**config.mk**
```make
export PLATFORM = sky130hd
export DESIGN_NAME = record_directory_encoder
export DESIGN_NICKNAME = d
export VERILOG_FILES = /design/src/rtl/rde_pkg.sv /design/src/rtl/rde_ctrl.sv /design/src/rtl/rde_dp.sv /design/src/rtl/record_directory_encoder.sv
export SDC_FILE = /design/constraint.sdc
export NUM_CORES = 1
export LEC_CHECK = 0
export ABC_AREA = 1
export BUFFER_PORTS_ARGS = -buffer_cell sky130_fd_sc_hd__buf_4
export CAP_MARGIN = 20
export CORE_MARGIN = 2
export CORE_UTILIZATION = 55
export CTS_CLUSTER_SIZE = 24
export DETAILED_ROUTE_END_ITERATION = 16
export PLACE_DENSITY_LB_ADDON = 0.12
export SETUP_SLACK_MARGIN = 0.1
export SLEW_MARGIN = 20
export SYNTH_ARGS = -nofsm -noshare
export SYNTH_HDL_FRONTEND = slang
export SYNTH_SLANG_ARGS = --single-unit
```
**constraint.sdc**
```tcl
create_clock -name clk -period 3.13 [get_ports clk]
set_clock_uncertainty 0.15 [all_clocks]
set_input_delay 0.313 -clock clk [delete_from_list [all_inputs] [get_ports clk]]
set_output_delay 0.313 -clock clk [all_outputs]
set_load 0.03 [all_outputs]
```
**src/rtl/rde_pkg.sv**
```systemverilog
package rde_pkg;

  // Sizing of the record format
  localparam int MAX_ATTRS  = 16;
  localparam int MAX_RECORD = 4096;

  localparam int FIDX_W = $clog2(MAX_ATTRS + 1);
  localparam int NIDX_W = (MAX_ATTRS > 1) ? $clog2(MAX_ATTRS) : 1;
  localparam int OFS_W  = $clog2(MAX_RECORD + 1);

  // Fixed field widths
  localparam int ACNT_W     = 5;
  localparam int TMASK_W    = 16;
  localparam int KIND_W     = 2;
  localparam int POS_W      = 12;
  localparam int VAL_W      = 16;
  localparam int CFG_IDX_W  = 2;
  localparam int CFG_DATA_W = 16;

  // Register indexes
  localparam logic [CFG_IDX_W-1:0] CFG_ATTR_COUNT = CFG_IDX_W'(0);
  localparam logic [CFG_IDX_W-1:0] CFG_TEXT_MASK  = CFG_IDX_W'(1);

  // Write kinds
  localparam logic [KIND_W-1:0] KIND_HEADER = KIND_W'(0);
  localparam logic [KIND_W-1:0] KIND_DATA   = KIND_W'(1);
  localparam logic [KIND_W-1:0] KIND_ENTRY  = KIND_W'(2);

  // Controller commands
  typedef enum logic [2:0] {
    OP_NONE,
    OP_ABSORB,
    OP_ENTRY,
    OP_WALK,
    OP_FAIL,
    OP_FLUSH
  } op_t;

  // What follows once an input byte has been absorbed
  typedef enum logic [2:0] {
    AFT_DONE,
    AFT_FLUSH,
    AFT_ENTRY,
    AFT_WALK,
    AFT_FAIL
  } after_t;

  // Outcome of one field walk step
  typedef enum logic [1:0] {
    WK_NULL,
    WK_STOP,
    WK_FAIL,
    WK_FINISH
  } walk_t;

  typedef struct packed {
    after_t after;
    walk_t  walk;
    logic   shift_ok;
  } stat_t;

  typedef struct packed {
    logic [KIND_W-1:0] kind;
    logic [POS_W-1:0]  pos;
    logic [VAL_W-1:0]  value;
    logic              done;
    logic [OFS_W-1:0]  total;
    logic              err;
    logic              last;
  } res_t;

endpackage

```
**src/rtl/rde_ctrl.sv**
```systemverilog
module rde_ctrl (
  input  logic           clk,
  input  logic           rst_n,
  input  logic           in_valid,
  output logic           in_ready,
  input  rde_pkg::stat_t stat,
  output rde_pkg::op_t   op
);
  import rde_pkg::*;

  typedef enum logic [2:0] {
    ST_IN,
    ST_ENTRY,
    ST_WALK,
    ST_FAIL,
    ST_FLUSH
  } state_t;

  state_t state_r, state_nxt;

  always_comb begin
    state_nxt = state_r;
    op        = OP_NONE;
    in_ready  = 1'b0;
    case (state_r)
      ST_IN: begin
        in_ready = 1'b1;
        if (in_valid) begin
          op = OP_ABSORB;
          case (stat.after)
            AFT_FLUSH: state_nxt = ST_FLUSH;
            AFT_ENTRY: state_nxt = ST_ENTRY;
            AFT_WALK:  state_nxt = ST_WALK;
            AFT_FAIL:  state_nxt = ST_FAIL;
            default:   state_nxt = ST_IN;
          endcase
        end
      end
      ST_ENTRY: begin
        if (stat.shift_ok) begin
          op        = OP_ENTRY;
          state_nxt = ST_WALK;
        end
      end
      ST_WALK: begin
        if (stat.shift_ok) begin
          op = OP_WALK;
          case (stat.walk)
            WK_NULL: state_nxt = ST_WALK;
            WK_FAIL: state_nxt = ST_FAIL;
            default: state_nxt = ST_FLUSH;
          endcase
        end
      end
      ST_FAIL: begin
        if (stat.shift_ok) begin
          op        = OP_FAIL;
          state_nxt = ST_FLUSH;
        end
      end
      ST_FLUSH: begin
        if (stat.shift_ok) begin
          op        = OP_FLUSH;
          state_nxt = ST_IN;
        end
      end
      default: state_nxt = ST_IN;
    endcase
  end

  always_ff @(posedge clk) begin
    if (!rst_n) begin
      state_r <= ST_IN;
    end else begin
      state_r <= state_nxt;
    end
  end

endmodule

```
**src/rtl/rde_dp.sv**
```systemverilog
module rde_dp (
  input  logic                             clk,
  input  logic                             rst_n,
  input  logic                             cfg_valid,
  input  logic [rde_pkg::CFG_IDX_W-1:0]    cfg_index,
  input  logic [rde_pkg::CFG_DATA_W-1:0]   cfg_data,
  input  logic [7:0]                       raw_byte,
  input  rde_pkg::op_t                     op,
  output rde_pkg::stat_t                   stat,
  input  logic                             out_ready,
  output logic                             out_valid,
  output rde_pkg::res_t                    out_res
);
  import rde_pkg::*;

  typedef enum logic [1:0] {
    PH_BITMAP,
    PH_LENGTH,
    PH_BYTES
  } phase_t;

  // config
  logic [ACNT_W-1:0]  attr_count_r, attr_count_nxt;
  logic [TMASK_W-1:0] text_mask_r, text_mask_nxt;

  // record walk state
  phase_t              phase_r, phase_nxt;
  logic [FIDX_W-1:0]   fidx_r, fidx_nxt;
  logic [MAX_ATTRS-1:0] null_r, null_nxt;
  logic [2:0]          sub_r, sub_nxt;
  logic [OFS_W-1:0]    ofs_r, ofs_nxt;
  logic [23:0]         len_r, len_nxt;
  logic [OFS_W-1:0]    left_r, left_nxt;

  // hold stage and output stage
  res_t pend_r, pend_nxt;
  logic pend_v_r, pend_v_nxt;
  res_t out_r, out_nxt;
  logic out_v_r, out_v_nxt;

  logic [FIDX_W-1:0]   n_cnt;
  logic [3:0]          nbytes;
  logic [3:0]          sub_inc;
  logic                first;
  logic                bm_done;
  logic [MAX_ATTRS-1:0] null_new;
  logic [OFS_W-1:0]    room;
  logic                fits1;
  logic                fits4;
  logic [31:0]         len_full;
  logic                len_zero;
  logic                len_over;
  logic                len_final;
  logic [OFS_W-1:0]    left_dec;
  logic                walk_text;
  logic                prod;
  res_t                prod_res;

  // effective attribute count
  always_comb begin
    if (attr_count_r == '0) begin
      n_cnt = FIDX_W'(1);
    end else if (32'(attr_count_r) > MAX_ATTRS) begin
      n_cnt = FIDX_W'(MAX_ATTRS);
    end else begin
      n_cnt = FIDX_W'(attr_count_r);
    end
  end

  assign nbytes   = 4'(({1'b0, n_cnt} + (FIDX_W + 1)'(7)) >> 3);
  assign sub_inc  = {1'b0, sub_r} + 4'd1;
  assign first    = (sub_r == 3'd0);
  assign bm_done  = (sub_inc >= nbytes);
  assign room     = OFS_W'(MAX_RECORD) - ofs_r;
  assign fits1    = (room != '0);
  assign fits4    = (room >= OFS_W'(4));
  assign len_full = {raw_byte, len_r};
  assign len_zero = (len_full == 32'd0);
  assign len_over = (len_full > 32'(room));
  assign len_final = (sub_inc >= 4'd4);
  assign left_dec = (left_r != '0) ? left_r - OFS_W'(1) : '0;
  assign walk_text = (32'(fidx_r) < TMASK_W) && text_mask_r[4'(fidx_r)];

  // bitmap byte merge, MSB first
  always_comb begin
    for (int j = 0; j < MAX_ATTRS; j++) begin
      null_new[j] = (!first && null_r[j]) ||
                    ((sub_r == 3'(j / 8)) && raw_byte[7 - (j % 8)]);
    end
  end

  // status toward the controller
  always_comb begin
    case (phase_r)
      PH_LENGTH: begin
        if (!len_final) begin
          stat.after = AFT_DONE;
        end else if (len_zero) begin
          stat.after = fits1 ? AFT_ENTRY : AFT_FAIL;
        end else begin
          stat.after = len_over ? AFT_FAIL : AFT_DONE;
        end
      end
      PH_BYTES: stat.after = (left_dec == '0) ? AFT_ENTRY : AFT_FLUSH;
      default: begin
        if (bm_done) begin
          stat.after = AFT_WALK;
        end else begin
          stat.after = first ? AFT_FLUSH : AFT_DONE;
        end
      end
    endcase

    if (fidx_r >= n_cnt) begin
      stat.walk = WK_FINISH;
    end else if (null_r[NIDX_W'(fidx_r)]) begin
      stat.walk = WK_NULL;
    end else if (walk_text || fits4) begin
      stat.walk = WK_STOP;
    end else begin
      stat.walk = WK_FAIL;
    end

    stat.shift_ok = !pend_v_r || !out_v_r || out_ready;
  end

  always_comb begin
    attr_count_nxt = attr_count_r;
    text_mask_nxt  = text_mask_r;
    phase_nxt      = phase_r;
    fidx_nxt       = fidx_r;
    null_nxt       = null_r;
    sub_nxt        = sub_r;
    ofs_nxt        = ofs_r;
    len_nxt        = len_r;
    left_nxt       = left_r;
    pend_nxt       = pend_r;
    pend_v_nxt     = pend_v_r;
    out_nxt        = out_r;
    out_v_nxt      = out_v_r && !out_ready;
    prod           = 1'b0;
    prod_res       = '0;

    if (cfg_valid) begin
      case (cfg_index)
        CFG_ATTR_COUNT: attr_count_nxt = cfg_data[ACNT_W-1:0];
        CFG_TEXT_MASK:  text_mask_nxt  = cfg_data[TMASK_W-1:0];
        default: ;
      endcase
    end

    case (op)
      OP_ABSORB: begin
        case (phase_r)
          PH_LENGTH: begin
            sub_nxt = sub_inc[2:0];
            case (sub_r[1:0])
              2'd0:    len_nxt[7:0]   = raw_byte;
              2'd1:    len_nxt[15:8]  = raw_byte;
              2'd2:    len_nxt[23:16] = raw_byte;
              default: ;
            endcase
            if (len_final) begin
              sub_nxt = 3'd0;
              if (len_zero) begin
                if (fits1) begin
                  // empty text keeps one pad byte
                  prod           = 1'b1;
                  prod_res.kind  = KIND_DATA;
                  prod_res.pos   = POS_W'(ofs_r);
                  ofs_nxt        = ofs_r + OFS_W'(1);
                end
              end else if (!len_over) begin
                left_nxt  = OFS_W'(len_full);
                phase_nxt = PH_BYTES;
              end
            end
          end
          PH_BYTES: begin
            prod           = 1'b1;
            prod_res.kind  = KIND_DATA;
            prod_res.pos   = POS_W'(ofs_r);
            prod_res.value = VAL_W'(raw_byte);
            ofs_nxt        = ofs_r + OFS_W'(1);
            left_nxt       = left_dec;
          end
          default: begin
            if (first) begin
              ofs_nxt        = OFS_W'({n_cnt, 1'b0}) + OFS_W'(1);
              fidx_nxt       = '0;
              prod           = 1'b1;
              prod_res.kind  = KIND_HEADER;
              prod_res.value = VAL_W'(1);
            end
            null_nxt = null_new;
            sub_nxt  = bm_done ? 3'd0 : sub_inc[2:0];
          end
        endcase
      end
      OP_ENTRY: begin
        prod           = 1'b1;
        prod_res.kind  = KIND_ENTRY;
        prod_res.pos   = POS_W'({fidx_r, 1'b0}) + POS_W'(1);
        prod_res.value = VAL_W'(ofs_r);
        fidx_nxt       = fidx_r + FIDX_W'(1);
      end
      OP_WALK: begin
        case (stat.walk)
          WK_FINISH: begin
            pend_nxt.done  = 1'b1;
            pend_nxt.total = ofs_r;
            phase_nxt      = PH_BITMAP;
            sub_nxt        = 3'd0;
            fidx_nxt       = '0;
            null_nxt       = '0;
          end
          WK_NULL: begin
            prod           = 1'b1;
            prod_res.kind  = KIND_ENTRY;
            prod_res.pos   = POS_W'({fidx_r, 1'b0}) + POS_W'(1);
            prod_res.value = VAL_W'(ofs_r);
            fidx_nxt       = fidx_r + FIDX_W'(1);
          end
          WK_STOP: begin
            if (walk_text) begin
              phase_nxt = PH_LENGTH;
              sub_nxt   = 3'd0;
            end else begin
              phase_nxt = PH_BYTES;
              left_nxt  = OFS_W'(4);
            end
          end
          default: ;
        endcase
      end
      OP_FAIL: begin
        // overrun: rewrite header, close record with error
        prod           = 1'b1;
        prod_res.kind  = KIND_HEADER;
        prod_res.value = VAL_W'(1);
        prod_res.done  = 1'b1;
        prod_res.err   = 1'b1;
        phase_nxt      = PH_BITMAP;
        sub_nxt        = 3'd0;
        fidx_nxt       = '0;
        null_nxt       = '0;
      end
      OP_FLUSH: begin
        if (pend_v_r) begin
          out_nxt      = pend_r;
          out_nxt.last = 1'b1;
          out_v_nxt    = 1'b1;
          pend_v_nxt   = 1'b0;
        end
      end
      default: ;
    endcase

    // a new result pushes the held one out
    if (prod) begin
      if (pend_v_r) begin
        out_nxt   = pend_r;
        out_v_nxt = 1'b1;
      end
      pend_nxt   = prod_res;
      pend_v_nxt = 1'b1;
    end
  end

  always_ff @(posedge clk) begin
    if (!rst_n) begin
      attr_count_r <= ACNT_W'(1);
      text_mask_r  <= '0;
      phase_r      <= PH_BITMAP;
      fidx_r       <= '0;
      null_r       <= '0;
      sub_r        <= 3'd0;
      ofs_r        <= '0;
      pend_v_r     <= 1'b0;
      out_v_r      <= 1'b0;
    end else begin
      attr_count_r <= attr_count_nxt;
      text_mask_r  <= text_mask_nxt;
      phase_r      <= phase_nxt;
      fidx_r       <= fidx_nxt;
      null_r       <= null_nxt;
      sub_r        <= sub_nxt;
      ofs_r        <= ofs_nxt;
      pend_v_r     <= pend_v_nxt;
      out_v_r      <= out_v_nxt;
    end
  end

  always_ff @(posedge clk) begin
    len_r  <= len_nxt;
    left_r <= left_nxt;
    pend_r <= pend_nxt;
    out_r  <= out_nxt;
  end

  assign out_valid = out_v_r;
  assign out_res   = out_r;

endmodule

```
**src/rtl/record_directory_encoder.sv**
```systemverilog
// Record directory encoder. Raw record bytes come in one per transaction on
// the in_ channel: a null bitmap of ceil(n/8) bytes (MSB first), then each
// non-null field (fixed fields 4 bytes, text fields a 4-byte little-endian
// length plus that many bytes). Each out_ transaction is one write of the
// stored form: the header byte, a data byte, or a 16-bit directory end
// offset. run_last marks the final write caused by an input byte;
// record_done marks the final write of a record and carries record_size, or
// overrun_error when a field would not fit in MAX_RECORD bytes (record_size
// is then zero). Timing: every write passes through a one-entry hold stage
// and then the output register, one write per cycle unless stalled. A byte
// that causes no write is only absorbed; a byte whose only write is a data
// or header byte is absorbed, then flushed. A byte that ends a field, the
// bitmap or the record is absorbed, then takes one step per directory
// entry, a final walk step, a fail step on overrun, and a flush. A new byte
// is accepted only once the previous byte's steps end. Output backpressure
// only stalls the sequencer when both the hold stage and the output
// register are full. Configuration writes are always accepted (cfg_ready
// is tied high) and should only be issued while the block is idle.
module record_directory_encoder (
  input  logic                            clk,
  input  logic                            rst_n,
  // configuration
  input  logic                            cfg_valid,
  output logic                            cfg_ready,
  input  logic [rde_pkg::CFG_IDX_W-1:0]   cfg_index,
  input  logic [rde_pkg::CFG_DATA_W-1:0]  cfg_data,
  // raw record bytes
  input  logic                            in_valid,
  output logic                            in_ready,
  input  logic [7:0]                      in_raw_byte,
  // stored-form writes
  output logic                            out_valid,
  input  logic                            out_ready,
  output logic [rde_pkg::KIND_W-1:0]      out_write_kind,
  output logic [rde_pkg::POS_W-1:0]       out_write_position,
  output logic [rde_pkg::VAL_W-1:0]       out_write_value,
  output logic                            out_record_done,
  output logic [rde_pkg::OFS_W-1:0]       out_record_size,
  output logic                            out_overrun_error,
  output logic                            out_run_last
);
  import rde_pkg::*;

  op_t   op;
  stat_t stat;
  res_t  out_res;

  assign cfg_ready = 1'b1;

  // sequencer: one byte absorbed, then entries / walk / close, then flush
  rde_ctrl u_ctrl (
    .clk      (clk),
    .rst_n    (rst_n),
    .in_valid (in_valid),
    .in_ready (in_ready),
    .stat     (stat),
    .op       (op)
  );

  // record state, hold stage and output register
  rde_dp u_dp (
    .clk       (clk),
    .rst_n     (rst_n),
    .cfg_valid (cfg_valid),
    .cfg_index (cfg_index),
    .cfg_data  (cfg_data),
    .raw_byte  (in_raw_byte),
    .op        (op),
    .stat      (stat),
    .out_ready (out_ready),
    .out_valid (out_valid),
    .out_res   (out_res)
  );

  assign out_write_kind     = out_res.kind;
  assign out_write_position = out_res.pos;
  assign out_write_value    = out_res.value;
  assign out_record_done    = out_res.done;
  assign out_record_size    = out_res.total;
  assign out_overrun_error  = out_res.err;
  assign out_run_last       = out_res.last;

  // an overrun closes the record with a zero size on the byte's last write
  a_overrun_closes: assert property (@(posedge clk) disable iff (!rst_n)
    out_valid && out_overrun_error |->
      out_record_done && out_run_last && (out_record_size == '0))
    else $error("overrun write not a closing write");

  // a clean close carries a nonzero size and ends the byte's writes
  a_done_size: assert property (@(posedge clk) disable iff (!rst_n)
    out_valid && out_record_done && !out_overrun_error |->
      out_run_last && (out_record_size != '0))
    else $error("record close without size");

  // the sequencer only steps when the hold stage can move
  a_step_gated: assert property (@(posedge clk) disable iff (!rst_n)
    (op == OP_ENTRY) || (op == OP_WALK) || (op == OP_FAIL) || (op == OP_FLUSH) |->
      stat.shift_ok)
    else $error("step issued while output blocked");

endmodule
```
==> results.md <==
- Area growth, synth to finish: 21.2%
- Via density: 5.56
- Max-cap violations: 0
- Clk root buf: clkbuf_16
- Total gr overflow: 0
- Initial antenna violation count: 0
- Capturing point of the worst reg2reg path: u_dp.left_r[1]
- GRT Util Overall: between 20% and 30%
- Final Max Tran Viols: 0
- Clock buffer depth: 2
- Initial Util: a little under three fifths
- Post-route core utilization: between 60 and 70%
- Total die area: roughly 19000 um^2
- Hold Startpoint: out_ready
- Cell taking the most area after synthesis: edfxtp_1
- Port buffer count: 78
- DPL Wire Length: 17100 um
- Synth Register Bits: 190
- Latest clock arrival within the worst-skew pair: 0.45 ns
- Starting DRT DRC Count: 672
- Detailed Route WL: 25000 um
- Synth area leaders: edfxtp_1, dfxtp_1, nand2_1
- RD Place Congestion: about 0.94
- CTS tree: built
- Worst setup EP type: register
- Largest net degree at the start of global routing: between 40 and 50
- Site Rows: 48
- Post-synthesis cell type count: 49
- Post-synth EDFFs: 112
- Fmax achieved: ~340 MHz
- Syn avg cell area: a little over 8 um^2
- Hold Crit Class: in2reg
- Count leader, synth: nand2_1
- Vias: around 8600
- Post-Layout Cell Count: 1549
- Status: finished, final reports clean
- Final min period: 2.98 ns
- Relative slew slack: 51.5%
- Pre-CTS WS: -0.0294 ns
- Worst ir drop on vdd: 692 uV
- H-tree depth: 4
- Synth top area share: about a third
- Commonest register cell after synthesis: edfxtp_1
- Final net count: 1372
- P_leak: 4.89 nW
- Ports: 80
- Global-route wire length before repair: about 39000 um
- Vias in the first global route: 7959
- Setup ws final: 0.146 ns
- Ratio of cells with drive above 1 in the final layout: 16.8%
- Post-synth top cells: nand2_1, nor2_1, a21oi_1
- Die width: around 140 um
- WP data arrival: approximately 3.0 ns
- Antenna Diode Count: 0
- Final Cycle Share: between 90% and 100%
- Final setup viols: 0
- Max FO, Critical Path: 6
- Seq/Total Area, Yosys: 50.2%
- Worst endpoint required time: 3.15 ns
- Reg-to-reg setup timing slack: about 0.15 ns
- Worst Tran Pin Value: 0.725 ns
- Worst reg2reg path depth: 16
- Hold Path Depth: 4
- Overall power: 13.0 mW
- 1st-pass router iterations: 6
- Synthesis warning total: 0
- Power per cell area: roughly 1100 nW/um^2
- FILL cells: 1404
- CTS Buf Count: 17
- Post-Syn Instances: 1193
- DRT antenna net count: 0
- RSZ-0062 raised after global routing: true
- Mapped cell area: 9810 um^2
- Placeable Area: around 17000 um^2
- Die Y-Extent: 138 um
- Final hold violation count: 0
- Crit path kind: reg2reg
- Ys async rst share: 0%
- R2R Path Start: u_dp.ofs_r[10]
- Clk slew on worst S/H paths: about 0.070 ns
- Hold EP: u_dp.out_valid
- Wire per inst: 16.1 um
- Placed Cells: between 1000 and 1500
- DRC Markers: 0
- Fin Setup TNS: 0 ns
- CP startpoint kind: register
- CTS Sinks: 190
==> how the worst max path moves through the flow <==
stage	slack, ns	to	from	cells past startpoint
after CTS	0.13	u_dp.left_r[4]	u_dp.ofs_r[1]	19
after global placement	0.11	u_dp.left_r[6]	u_dp.ofs_r[0]	16
after detailed placement	-0.03	u_dp.left_r[4]	u_dp.ofs_r[0]	16
after floorplan	0.16	register	u_dp.attr_count_r[0]	17
after global routing	0.004	u_dp.left_r[0]	u_dp.ofs_r[0]	19
final	0.15	u_dp.left_r[1]	u_dp.ofs_r[10]	16
==> power breakdown <==
group	internal, mW	switching [mW]
registers	3.82	0.440
clock network	1.14	1.06
logic	2.32	4.17
==> logic make-up (layout without fill, tap and decap cells) <==
kind of cell | after synthesis | in the layout | share of synthesized area [%]
other | 1 | 2 | 0.0382
XOR/XNOR | 17 | 17 | 1.67
flip-flops | 190 | 190 | 50.2
adder cells (fa/ha/maj) | 30 | 30 | 3.83
AO/OA/AOI/OAI | 257 | 257 | 14.6
buffers and inverters | 176 | 306 | 7.19
AND/OR/NAND/NOR | 522 | 522 | 22.5
==> area by class of cell <==
cell class,instances,area [um^2],area share [%]
Sequential cell,190,4940,41.5
Multi-Input combinational cell,828,4320,36.4
Timing Repair Buffer,148,1260,10.6
Inverter,125,479,4.03
Clock buffer,17,425,3.58
Tap cell,225,282,2.37
Clock inverter,15,178,1.49
Timing Repair inverter,1,5.00,0.0421
==> cells in the final DEF, fill, tap and decap left out, types with 6 or more instances in the layout <==
cell	Yosys	routed
a31oi_1	7	7
nor4_1	8	7
ha_1	30	27
a211oi_1	15	15
buf_4	5	117
o21ai_1	7	8
o22ai_1	24	24
nand3_1	56	52
xor2_1	11	10
inv_2	13	13
nor3_1	12	12
nand2_1	254	251
nand4_1	15	15
edfxtp_1	112	112
inv_1	109	106
dlygate4sd3_1	0	24
a21oi_1	116	115
nor2_2	7	8
nor2_1	151	146
nand2_2	5	7
dfxtp_1	78	71
o21ai_0	71	69
clkbuf_16	0	19
nor2_4	2	6
==> stage by stage <==
stage          area (um^2)  hold WS [ns]
2_1_floorplan         9810         0.262
3_3_place_gp         10700         0.301
3_5_place_dp         10700         0.304
4_1_cts              11600        0.0198
5_1_grt              11900        0.0327
6_report             11900        0.0322
==> metal layers <==
| layer | vias up | track usage [%] | wire (um) |
|---|---|---|---|
| li1 | 4267 | - | - |
| met1 | 3988 | 34.4 | 10800 |
| met2 | 310 | 44.5 | 12100 |
| met3 | 49 | 4.38 | 1490 |
| met4 | 0 | 9.56 | 597 |
| met5 | - | 0 | 0 |
==> critical path: stages, from the launching register on <==
cell and delay [ns]:
dfxtp_1 0.38, inv_2 0.12, nand2_1 0.08, nor3_1 0.23
nand2_1 0.08, nand2_1 0.09, nand2_2 0.08, ha_4 0.27
nand3_2 0.07, nor2_1 0.12, nand4_1 0.13, nand3b_1 0.19
nand2_1 0.09, nand2_2 0.07, o21ai_2 0.15, o221a_4 0.23
clkbuf_16 0.16
==> timing repair <==
item | in CTS | in global routing
endpoints found under the setup margin | 13 | 113
gates cloned | 0 | 3
buffers inserted | 2 | 8
hold buffers | 24 | 0
pin swaps | 1 | 14
gates resized for setup | 1 | 42
hold endpoints to repair | 43 | 0
No activity file was read; power rests on OpenSTA's default activity.
